`src/hw/rtl/ipv6dac_pkg.sv`:
```
`default_nettype none

package ipv6dac_pkg;

    // Preference codes on the result port.
    localparam logic [1:0] PREF_A     = 2'd0;
    localparam logic [1:0] PREF_EQUAL = 2'd1;
    localparam logic [1:0] PREF_B     = 2'd2;

    // Bit positions within a flags field.
    localparam int FLAG_PRESENT    = 0;
    localparam int FLAG_DEPRECATED = 1;
    localparam int FLAG_HOME       = 2;

    localparam logic [63:0] LINK_LOCAL_HIGH = 64'hfe80_0000_0000_0000;
    localparam logic [7:0]  MAP_PREC_RESET  = 8'd35;

    typedef struct packed {
        logic [5:0] prec;
        logic [3:0] label;
        logic       mapped;
    } t_policy;

    // Everything the first stage hands to the second.
    typedef struct packed {
        logic         match_a;
        logic         match_b;
        logic         link_da;
        logic         link_db;
        logic [2:0]   flags_a;
        logic [2:0]   flags_b;
        t_policy      pol_da;
        t_policy      pol_db;
        t_policy      pol_sa;
        t_policy      pol_sb;
        logic [127:0] diff_a;
        logic [127:0] diff_b;
    } t_s1;

    // Everything the second stage hands to the rule chain.
    typedef struct packed {
        logic       match_a;
        logic       match_b;
        logic       link_da;
        logic       link_db;
        logic [2:0] flags_a;
        logic [2:0] flags_b;
        logic       label_eq_a;
        logic       label_eq_b;
        logic [7:0] prec_a;
        logic [7:0] prec_b;
        logic       mapped_a;
        logic       mapped_b;
        logic [7:0] cp_a;
        logic [7:0] cp_b;
    } t_s2;

    // Default policy table, longest prefix first so the first hit is the longest one.
    function automatic t_policy classify(input logic [63:0] hi, input logic [63:0] lo);
        t_policy p;
        if (hi == 64'd0 && lo == 64'd1) begin
            p = '{prec: 6'd50, label: 4'd0, mapped: 1'b0};
        end else if (hi == 64'd0 && lo[63:32] == 32'h0000_ffff) begin
            p = '{prec: 6'd0, label: 4'd4, mapped: 1'b1};
        end else if (hi == 64'd0 && lo[63:32] == 32'h0000_0000) begin
            p = '{prec: 6'd1, label: 4'd3, mapped: 1'b0};
        end else if (hi[63:32] == 32'h2001_0000) begin
            p = '{prec: 6'd5, label: 4'd5, mapped: 1'b0};
        end else if (hi[63:48] == 16'h2002) begin
            p = '{prec: 6'd30, label: 4'd2, mapped: 1'b0};
        end else if (hi[63:48] == 16'h3ffe) begin
            p = '{prec: 6'd1, label: 4'd12, mapped: 1'b0};
        end else if (hi[63:54] == 10'b11_1111_1011) begin
            p = '{prec: 6'd1, label: 4'd11, mapped: 1'b0};
        end else if (hi[63:57] == 7'b111_1110) begin
            p = '{prec: 6'd3, label: 4'd13, mapped: 1'b0};
        end else begin
            p = '{prec: 6'd40, label: 4'd1, mapped: 1'b0};
        end
        return p;
    endfunction

    // Leading zero count of a 128-bit word by seven halving steps; all zeros gives 128.
    function automatic logic [7:0] lzc128(input logic [127:0] x);
        logic [127:0] v;
        logic [6:0]   n;
        v = x;
        n = 7'd0;
        for (int k = 6; k >= 0; k--) begin
            if ((v >> (128 - (1 << k))) == '0) begin
                n = n | 7'(1 << k);
                v = v << (1 << k);
            end
        end
        return (x == '0) ? 8'd128 : {1'b0, n};
    endfunction

endpackage

`default_nettype wire

```
`src/hw/rtl/ipv6dac_front.sv`:
```
`default_nettype none

module ipv6dac_front
    import ipv6dac_pkg::*;
(
    input  wire logic        i_clk,
    input  wire logic        i_rst_n,
    input  wire logic        i_valid,
    input  wire logic [63:0] i_dest_a_high,
    input  wire logic [63:0] i_dest_a_low,
    input  wire logic [63:0] i_src_a_high,
    input  wire logic [63:0] i_src_a_low,
    input  wire logic [2:0]  i_flags_a,
    input  wire logic [63:0] i_dest_b_high,
    input  wire logic [63:0] i_dest_b_low,
    input  wire logic [63:0] i_src_b_high,
    input  wire logic [63:0] i_src_b_low,
    input  wire logic [2:0]  i_flags_b,
    output logic             o_valid,
    output t_s1              o_s1
);

    logic r_valid;
    t_s1  r_s1;
    t_s1  n_s1;

    always_comb begin
        n_s1.link_da = (i_dest_a_high == LINK_LOCAL_HIGH);
        n_s1.link_db = (i_dest_b_high == LINK_LOCAL_HIGH);
        n_s1.match_a = n_s1.link_da == (i_src_a_high == LINK_LOCAL_HIGH);
        n_s1.match_b = n_s1.link_db == (i_src_b_high == LINK_LOCAL_HIGH);
        n_s1.flags_a = i_flags_a;
        n_s1.flags_b = i_flags_b;
        n_s1.pol_da  = classify(i_dest_a_high, i_dest_a_low);
        n_s1.pol_db  = classify(i_dest_b_high, i_dest_b_low);
        n_s1.pol_sa  = classify(i_src_a_high, i_src_a_low);
        n_s1.pol_sb  = classify(i_src_b_high, i_src_b_low);
        n_s1.diff_a  = {i_src_a_high, i_src_a_low} ^ {i_dest_a_high, i_dest_a_low};
        n_s1.diff_b  = {i_src_b_high, i_src_b_low} ^ {i_dest_b_high, i_dest_b_low};
    end

    always_ff @(posedge i_clk) begin
        if (!i_rst_n) begin
            r_valid <= 1'b0;
        end else begin
            r_valid <= i_valid;
        end
    end

    always_ff @(posedge i_clk) begin
        r_s1 <= n_s1;
    end

    assign o_valid = r_valid;
    assign o_s1    = r_s1;

endmodule

`default_nettype wire

```
`src/hw/rtl/ipv6dac_mid.sv`:
```
`default_nettype none

module ipv6dac_mid
    import ipv6dac_pkg::*;
(
    input  wire logic       i_clk,
    input  wire logic       i_rst_n,
    input  wire logic       i_valid,
    input  wire t_s1        i_s1,
    input  wire logic [7:0] i_map_prec,
    output logic            o_valid,
    output t_s2             o_s2
);

    logic r_valid;
    t_s2  r_s2;
    t_s2  n_s2;

    always_comb begin
        n_s2.match_a    = i_s1.match_a;
        n_s2.match_b    = i_s1.match_b;
        n_s2.link_da    = i_s1.link_da;
        n_s2.link_db    = i_s1.link_db;
        n_s2.flags_a    = i_s1.flags_a;
        n_s2.flags_b    = i_s1.flags_b;
        n_s2.label_eq_a = (i_s1.pol_sa.label == i_s1.pol_da.label);
        n_s2.label_eq_b = (i_s1.pol_sb.label == i_s1.pol_db.label);
        n_s2.prec_a     = i_s1.pol_da.mapped ? i_map_prec : {2'b00, i_s1.pol_da.prec};
        n_s2.prec_b     = i_s1.pol_db.mapped ? i_map_prec : {2'b00, i_s1.pol_db.prec};
        n_s2.mapped_a   = i_s1.pol_da.mapped;
        n_s2.mapped_b   = i_s1.pol_db.mapped;
        n_s2.cp_a       = lzc128(i_s1.diff_a);
        n_s2.cp_b       = lzc128(i_s1.diff_b);
    end

    always_ff @(posedge i_clk) begin
        if (!i_rst_n) begin
            r_valid <= 1'b0;
        end else begin
            r_valid <= i_valid;
        end
    end

    always_ff @(posedge i_clk) begin
        r_s2 <= n_s2;
    end

    assign o_valid = r_valid;
    assign o_s2    = r_s2;

endmodule

`default_nettype wire

```
`src/hw/rtl/ipv6dac_decide.sv`:
```
`default_nettype none

module ipv6dac_decide
    import ipv6dac_pkg::*;
(
    input  wire logic  i_clk,
    input  wire logic  i_rst_n,
    input  wire logic  i_valid,
    input  wire t_s2   i_s2,
    output logic       o_done,
    output logic [1:0] o_preference
);

    logic       r_done;
    logic [1:0] r_preference;
    logic [1:0] n_preference;
    logic       dep_a;
    logic       dep_b;
    logic       home_a;
    logic       home_b;

    assign dep_a  = i_s2.flags_a[FLAG_DEPRECATED];
    assign dep_b  = i_s2.flags_b[FLAG_DEPRECATED];
    assign home_a = i_s2.flags_a[FLAG_HOME];
    assign home_b = i_s2.flags_b[FLAG_HOME];

    // The first rule that separates the two candidates decides.
    always_comb begin
        if (i_s2.match_a && !i_s2.match_b) begin
            n_preference = PREF_A;
        end else if (!i_s2.match_a && i_s2.match_b) begin
            n_preference = PREF_B;
        end else if (!dep_a && dep_b) begin
            n_preference = PREF_A;
        end else if (dep_a && !dep_b) begin
            n_preference = PREF_B;
        end else if (home_a && !home_b) begin
            n_preference = PREF_A;
        end else if (!home_a && home_b) begin
            n_preference = PREF_B;
        end else if (!i_s2.flags_a[FLAG_PRESENT]) begin
            // A missing source on A loses even when B lacks one too.
            n_preference = PREF_B;
        end else if (!i_s2.flags_b[FLAG_PRESENT]) begin
            n_preference = PREF_A;
        end else if (i_s2.label_eq_a && !i_s2.label_eq_b) begin
            n_preference = PREF_A;
        end else if (!i_s2.label_eq_a && i_s2.label_eq_b) begin
            n_preference = PREF_B;
        end else if (i_s2.prec_a > i_s2.prec_b) begin
            n_preference = PREF_A;
        end else if (i_s2.prec_a < i_s2.prec_b) begin
            n_preference = PREF_B;
        end else if (i_s2.mapped_a && !i_s2.mapped_b) begin
            n_preference = PREF_B;
        end else if (!i_s2.mapped_a && i_s2.mapped_b) begin
            n_preference = PREF_A;
        end else if (i_s2.link_da && !i_s2.link_db) begin
            n_preference = PREF_A;
        end else if (!i_s2.link_da && i_s2.link_db) begin
            n_preference = PREF_B;
        end else if (i_s2.cp_a > i_s2.cp_b) begin
            n_preference = PREF_A;
        end else if (i_s2.cp_a < i_s2.cp_b) begin
            n_preference = PREF_B;
        end else begin
            n_preference = PREF_EQUAL;
        end
    end

    always_ff @(posedge i_clk) begin
        if (!i_rst_n) begin
            r_done <= 1'b0;
        end else begin
            r_done <= i_valid;
        end
    end

    always_ff @(posedge i_clk) begin
        r_preference <= n_preference;
    end

    assign o_done       = r_done;
    assign o_preference = r_preference;

endmodule

`default_nettype wire

```
`src/hw/rtl/ipv6_destination_address_compare_core.sv`:
```
// Channel   Direction  Ports                                     Word
// -------   ---------  ----------------------------------------  -------------------------
// command   in         start / busy                              i_dest_*, i_src_*, i_flags_*
// result    out        o_done (one-cycle strobe)                 o_preference
// config    in         i_cfg_valid / o_cfg_ready                 i_cfg_data (mapped v4 prec)
//
// One word is taken every cycle; busy never rises and o_cfg_ready is always high.
// The pipeline stages are address classify and XOR, common prefix count, and rule chain, each registered.
// Synchronous active-low reset clears the stage valid bits and sets the mapped IPv4
// precedence to 35. The receiver cannot stall; each result appears for one cycle only.

`default_nettype none

module ipv6_destination_address_compare_core
    import ipv6dac_pkg::*;
(
    input  wire logic        i_clk,
    input  wire logic        i_rst_n,
    input  wire logic        start,
    output logic             busy,
    input  wire logic [63:0] i_dest_a_high,
    input  wire logic [63:0] i_dest_a_low,
    input  wire logic [63:0] i_src_a_high,
    input  wire logic [63:0] i_src_a_low,
    input  wire logic [2:0]  i_flags_a,
    input  wire logic [63:0] i_dest_b_high,
    input  wire logic [63:0] i_dest_b_low,
    input  wire logic [63:0] i_src_b_high,
    input  wire logic [63:0] i_src_b_low,
    input  wire logic [2:0]  i_flags_b,
    output logic             o_done,
    output logic [1:0]       o_preference,
    input  wire logic        i_cfg_valid,
    output logic             o_cfg_ready,
    input  wire logic [7:0]  i_cfg_data
);

    logic       r_map_prec_valid;
    logic [7:0] r_map_prec;
    logic       accept;
    logic       s1_valid;
    t_s1        s1;
    logic       s2_valid;
    t_s2        s2;

    assign busy        = 1'b0;
    assign o_cfg_ready = 1'b1;
    assign accept      = start && !busy;

    always_ff @(posedge i_clk) begin
        if (!i_rst_n) begin
            r_map_prec       <= MAP_PREC_RESET;
            r_map_prec_valid <= 1'b0;
        end else if (i_cfg_valid && o_cfg_ready) begin
            r_map_prec       <= i_cfg_data;
            r_map_prec_valid <= 1'b1;
        end
    end

    ipv6dac_front u_front (
        .i_clk         (i_clk),
        .i_rst_n       (i_rst_n),
        .i_valid       (accept),
        .i_dest_a_high (i_dest_a_high),
        .i_dest_a_low  (i_dest_a_low),
        .i_src_a_high  (i_src_a_high),
        .i_src_a_low   (i_src_a_low),
        .i_flags_a     (i_flags_a),
        .i_dest_b_high (i_dest_b_high),
        .i_dest_b_low  (i_dest_b_low),
        .i_src_b_high  (i_src_b_high),
        .i_src_b_low   (i_src_b_low),
        .i_flags_b     (i_flags_b),
        .o_valid       (s1_valid),
        .o_s1          (s1)
    );

    ipv6dac_mid u_mid (
        .i_clk      (i_clk),
        .i_rst_n    (i_rst_n),
        .i_valid    (s1_valid),
        .i_s1       (s1),
        .i_map_prec (r_map_prec),
        .o_valid    (s2_valid),
        .o_s2       (s2)
    );

    ipv6dac_decide u_decide (
        .i_clk        (i_clk),
        .i_rst_n      (i_rst_n),
        .i_valid      (s2_valid),
        .i_s2         (s2),
        .o_done       (o_done),
        .o_preference (o_preference)
    );

    // Every accepted word produces exactly one result once it has passed the front, mid and decide registers.
    a_latency : assert property (@(posedge i_clk) disable iff (!i_rst_n)
        accept |-> ##3 o_done)
        else $error("accepted word did not produce a result");

    a_no_spurious : assert property (@(posedge i_clk) disable iff (!i_rst_n)
        o_done |-> $past(accept, 3))
        else $error("result without a matching accepted word");

    a_code_range : assert property (@(posedge i_clk) disable iff (!i_rst_n)
        o_done |-> (o_preference == PREF_A || o_preference == PREF_EQUAL ||
                    o_preference == PREF_B))
        else $error("illegal preference code");

    a_prec_reset : assert property (@(posedge i_clk) disable iff (!i_rst_n)
        !r_map_prec_valid |-> r_map_prec == MAP_PREC_RESET)
        else $error("mapped precedence changed without a write");

endmodule

`default_nettype wire

```
`config.mk`:
```
export PLATFORM = sky130hd
export DESIGN_NAME = ipv6_destination_address_compare_core
export DESIGN_NICKNAME = d
export VERILOG_FILES = /design/src/hw/rtl/ipv6dac_pkg.sv /design/src/hw/rtl/ipv6dac_front.sv /design/src/hw/rtl/ipv6dac_mid.sv /design/src/hw/rtl/ipv6dac_decide.sv /design/src/hw/rtl/ipv6_destination_address_compare_core.sv
export SDC_FILE = /design/constraint.sdc
export NUM_CORES = 1
export LEC_CHECK = 0
export BUFFER_PORTS_ARGS = -buffer_cell sky130_fd_sc_hd__buf_2
export CAP_MARGIN = 20
export CORE_AREA = 2 2 210 212
export CTS_BUF_LIST = sky130_fd_sc_hd__clkbuf_16
export CTS_CLUSTER_SIZE = 10
export DETAILED_ROUTE_END_ITERATION = 6
export DIE_AREA = 0 0 212 214
export PLACE_DENSITY = 0.67
export SLEW_MARGIN = 0
export SYNTH_ARGS = -nofsm -noshare
export SYNTH_HDL_FRONTEND = slang
export SYNTH_SLANG_ARGS = --single-unit
```
`constraint.sdc`:
```
create_clock -name i_clk -period 8.86 [get_ports i_clk]
set_clock_uncertainty 0.15 [all_clocks]
set_input_delay 0.886 -clock i_clk [delete_from_list [all_inputs] [get_ports i_clk]]
set_output_delay 0.886 -clock i_clk [all_outputs]
set_load 0.02 [all_outputs]
```
==> metrics.csv <==
stage;metric;value;unit
outcome;run status;finished, final reports clean;
detailed_routing;initial DRC count;966;
cells_and_area;register area;0.00711;sq mm
timing;achievable clock frequency;210;MHz
power;worst vdd ir;0.109;mV
global_route;GRT overflow;0;
cells_and_area;fillers;4174;
detailed_routing;remaining antenna violation count;0;
critical_path;CP Capture Type;flip-flop;
critical_path;Worst path slowest cell;mux2i_2;
timing;Slew Limit Fails;0;
cells_and_area;Final Core Density;45.9;%
timing;Final Hold Viols;0;
cts;clock buffer depth;3;
cells_and_area;Post-Layout Cell Count;2711;
cells_and_area;fin nets;2656;
cts;clock-pin slew on the worst setup and hold paths;0.05;ns
floorplanning;core footprint;0.0429;sq mm
timing;Slew HR;32.9;%
timing;Fin Hold WS;0.177;ns
floorplanning;die span in y;214;um
cts;CTS H-tree lvls;2;
synthesis;post-synthesis cell area;0.0152;sq mm
cts;Clk Tree Root Cell;clkbuf_16;
cts;hold_buf cts;0;
critical_path;crit path buf inv count;0;
global_route;largest net degree at the start of global routing;34;
synthesis;Mapped Cells;1557;
cells_and_area;Area Growth Syn to Fin;29.5;%
critical_path;CP arrival;5.05;ns
synthesis;Yosys reg bits;355;
critical_path;Worst Setup Start Kind;flip-flop;
timing;worst-margin pin slew;0.981;ns
detailed_routing;DRT Pass-1 Iters;5;
synthesis;Syn Area/Cell;9.76;sq um
synthesis;Post-synth EDFFs;0;
global_route;antenna violations before repair;9;
synthesis;Seq/Total Area, Yosys;46.7;%
detailed_routing;Avg WL per Cell;22.6;um
placed_design;placed insts;2649;
cts;Post-CTS Resized;0;
cells_and_area;layout cells sized above 1;29.7;%
placed_design;IO Port Bufs;532;
detailed_routing;routed wire length;61300;um
synthesis;async set-reset flop share out of synthesis;0;%
global_route;number of global-route vias before repair;15150;
detailed_routing;via count;14534;
critical_path;crit path cell chain;nor4_2, nand4_1, nor2_2, a31o_2, or3_1, mux2i_2, o221ai_1, a21oi_1, a21boi_0, nand3_1, o2111a_1;
timing;final setup vio count;0;
global_route;global-route wire length before repair;89200;um
synthesis;prevailing post-synth register cell;dfxtp_1;
power;leakage;8.56;nW
detailed_routing;DR vias/cell;5.36;
placed_design;Final GP Congestion;1.02;
timing;Tmin final;4.76;ns
critical_path;required time worst endpoint;9.15;ns
critical_path;cell family with most CP delay;simple AND/OR/NAND/NOR gates;
cts;Sink Count;355;
synthesis;synth warn;0;
detailed_routing;# DRC;0;
critical_path;WS Path Type;reg -> reg;
worst_hold_path;path type of the worst min-delay path;reg -> reg;
cts;Post-CTS Setup Bufs;0;
synthesis;Netlist cell types;89;
timing;RSZ-0062 raised after global routing;no;
critical_path;CP peak stage delay;0.74;ns
critical_path;Crit Path Max Fanout;17;
cts;clock insertion delay at the later pin of the skew report;0.56;ns
power;P per Cell Area;193;mW/mm^2
floorplanning;Ports;535;
floorplanning;Die Footprint;0.0454;sq mm
cts;Inserted Clock Buffers;42;
global_route;all-layer global routing usage;26.0;%
floorplanning;Initial Util;35.5;%
floorplanning;Die Width;212;um
floorplanning;Row Count;76;
cts;CTS tree;built;
synthesis;syn nets;2103;
placed_design;DP Wirelength;51800;um
flow_run;Max Cap Viol;0;
cells_and_area;multi-input logic area;0.00784;sq mm
timing;Setup TNS Final;0;ns
timing;Tcrit/Tclk final;53.8;%
-- synth_stat cells (3+ instances only) --
| master | number | area, sq um |
|---|---|---|
| a31oi_1 | 22 | 138 |
| buf_4 | 6 | 45.0 |
| o41ai_1 | 9 | 78.8 |
| nor4_4 | 3 | 63.8 |
| o221ai_1 | 4 | 35.0 |
| dfxtp_1 | 355 | 7110 |
| mux2i_1 | 8 | 80.1 |
| nor3_1 | 45 | 225 |
| xor2_1 | 264 | 2310 |
| a221o_1 | 4 | 40.0 |
| nand2b_1 | 11 | 68.8 |
| nor2b_1 | 16 | 100 |
| xnor2_1 | 4 | 35.0 |
| ha_1 | 16 | 200 |
| mux2_2 | 12 | 135 |
| or4_1 | 16 | 120 |
| or3_1 | 11 | 68.8 |
| o21a_1 | 12 | 90.1 |
| nand3b_1 | 3 | 22.5 |
| nor4b_1 | 6 | 52.6 |
| buf_2 | 14 | 70.1 |
| nand2_1 | 71 | 267 |
| and3_1 | 10 | 62.6 |
| and2_1 | 12 | 75.1 |
| a2111oi_0 | 5 | 43.8 |
| nor3b_1 | 4 | 30.0 |
| clkbuf_1 | 9 | 33.8 |
| a21oi_1 | 84 | 420 |
| nor4_1 | 145 | 907 |
| a221oi_1 | 4 | 35.0 |
| or2_2 | 4 | 25.0 |
| and4_1 | 10 | 87.6 |
| nand4_1 | 66 | 413 |
| inv_1 | 29 | 109 |
| a211o_1 | 10 | 87.6 |
| o21ai_0 | 33 | 165 |
| nand3_1 | 34 | 170 |
| o211ai_1 | 5 | 37.5 |
| a21o_1 | 11 | 82.6 |
| a211oi_1 | 11 | 82.6 |
| nor2_1 | 99 | 372 |
-- worst paths after layout --
check	from	endpoint	slack, ns	cells past startpoint
hold / removal	u_front.o_s1[308]$_DFF_P_	u_mid.o_s2[44]$_DFF_P_	0.18	0
hold reg to reg	u_front.o_s1[308]$_DFF_P_	u_mid.o_s2[44]$_DFF_P_	0.18	0
setup / recovery	u_front.o_s1[105]$_DFF_P_	u_mid.o_s2[0]$_SDFF_PP0_	4.10	11
setup reg to reg	u_front.o_s1[105]$_DFF_P_	u_mid.o_s2[0]$_SDFF_PP0_	4.10	11
-- metrics by stage --
step	instance area, sq um	setup slack, ns	power (W)
2_1_floorplan	15200	5.35	0.00200
3_3_place_gp	18500	4.25	0.00232
3_5_place_dp	18500	4.22	0.00232
4_1_cts	19600	4.24	0.00382
5_1_grt	19700	3.76	0.00394
6_report	19700	4.10	0.00380
-- per-layer routing --
metal	GRT usage, %	vias up	share of wire [%]
li1	-	6853	-
met1	31.5	6884	41
met2	45.7	658	49
met3	4.40	137	6.1
met4	10.0	2	3.7
met5	0	-	0.021
-- cells by family after synthesis --
logic type               count (synthesis)  share of synthesized area, %
AND/OR/NAND/NOR                        586                          21.9
flip-flops                             355                          46.7
XOR/XNOR                               268                          15.4
AO/OA/AOI/OAI                          247                          11.1
buffers and inverters                   60                          1.74
multiplexers                            22                          1.65
adder cells (fa/ha/maj)                 17                          1.38
other                                    2                        0.0494
-- area by class of cell --
cell class              count  area share (%)
diodes                      8           0.102
repair buffers            539            13.9
inverters                  30           0.572
clock buffers              43            5.47
clock inverters             9           0.337
multi-input cells        1142            39.8
flip-flops and latches    355            36.1
well taps                 585            3.72
-- power breakdown --
part | internal, W | total, W | switching [W]
clock | 0.000883 | 0.00150 | 0.000614
combinational | 0.000202 | 0.000468 | 0.000266
sequential | 0.00174 | 0.00183 | 0.0000970
-- flip-flops by register name, indices dropped and copies added, names as in the netlist --
signal / cells
u_front.o_s1: 296
u_decide.o_done: 1
u_decide.o_preference: 2
u_front.o_valid: 1
r_map_prec: 8
u_mid.o_s2: 46
u_mid.o_valid: 1
-- layout by cell type, fill, tap and decap left out, types with 33 or more instances in the layout --
| cell type | Yosys | final |
|---|---|---|
| inv_1 | 29 | 33 |
| nand2_1 | 71 | 71 |
| a21oi_1 | 84 | 84 |
| nand3_1 | 34 | 34 |
| xor2_1 | 264 | 264 |
| clkbuf_16 | 0 | 43 |
| buf_2 | 14 | 533 |
| nor2_1 | 99 | 99 |
| dfxtp_1 | 355 | 355 |
| nand4_1 | 66 | 66 |
| o21ai_0 | 33 | 33 |
| nor4_1 | 145 | 145 |
| nor3_1 | 45 | 44 |
No activity file was read; power rests on OpenSTA's default activity.
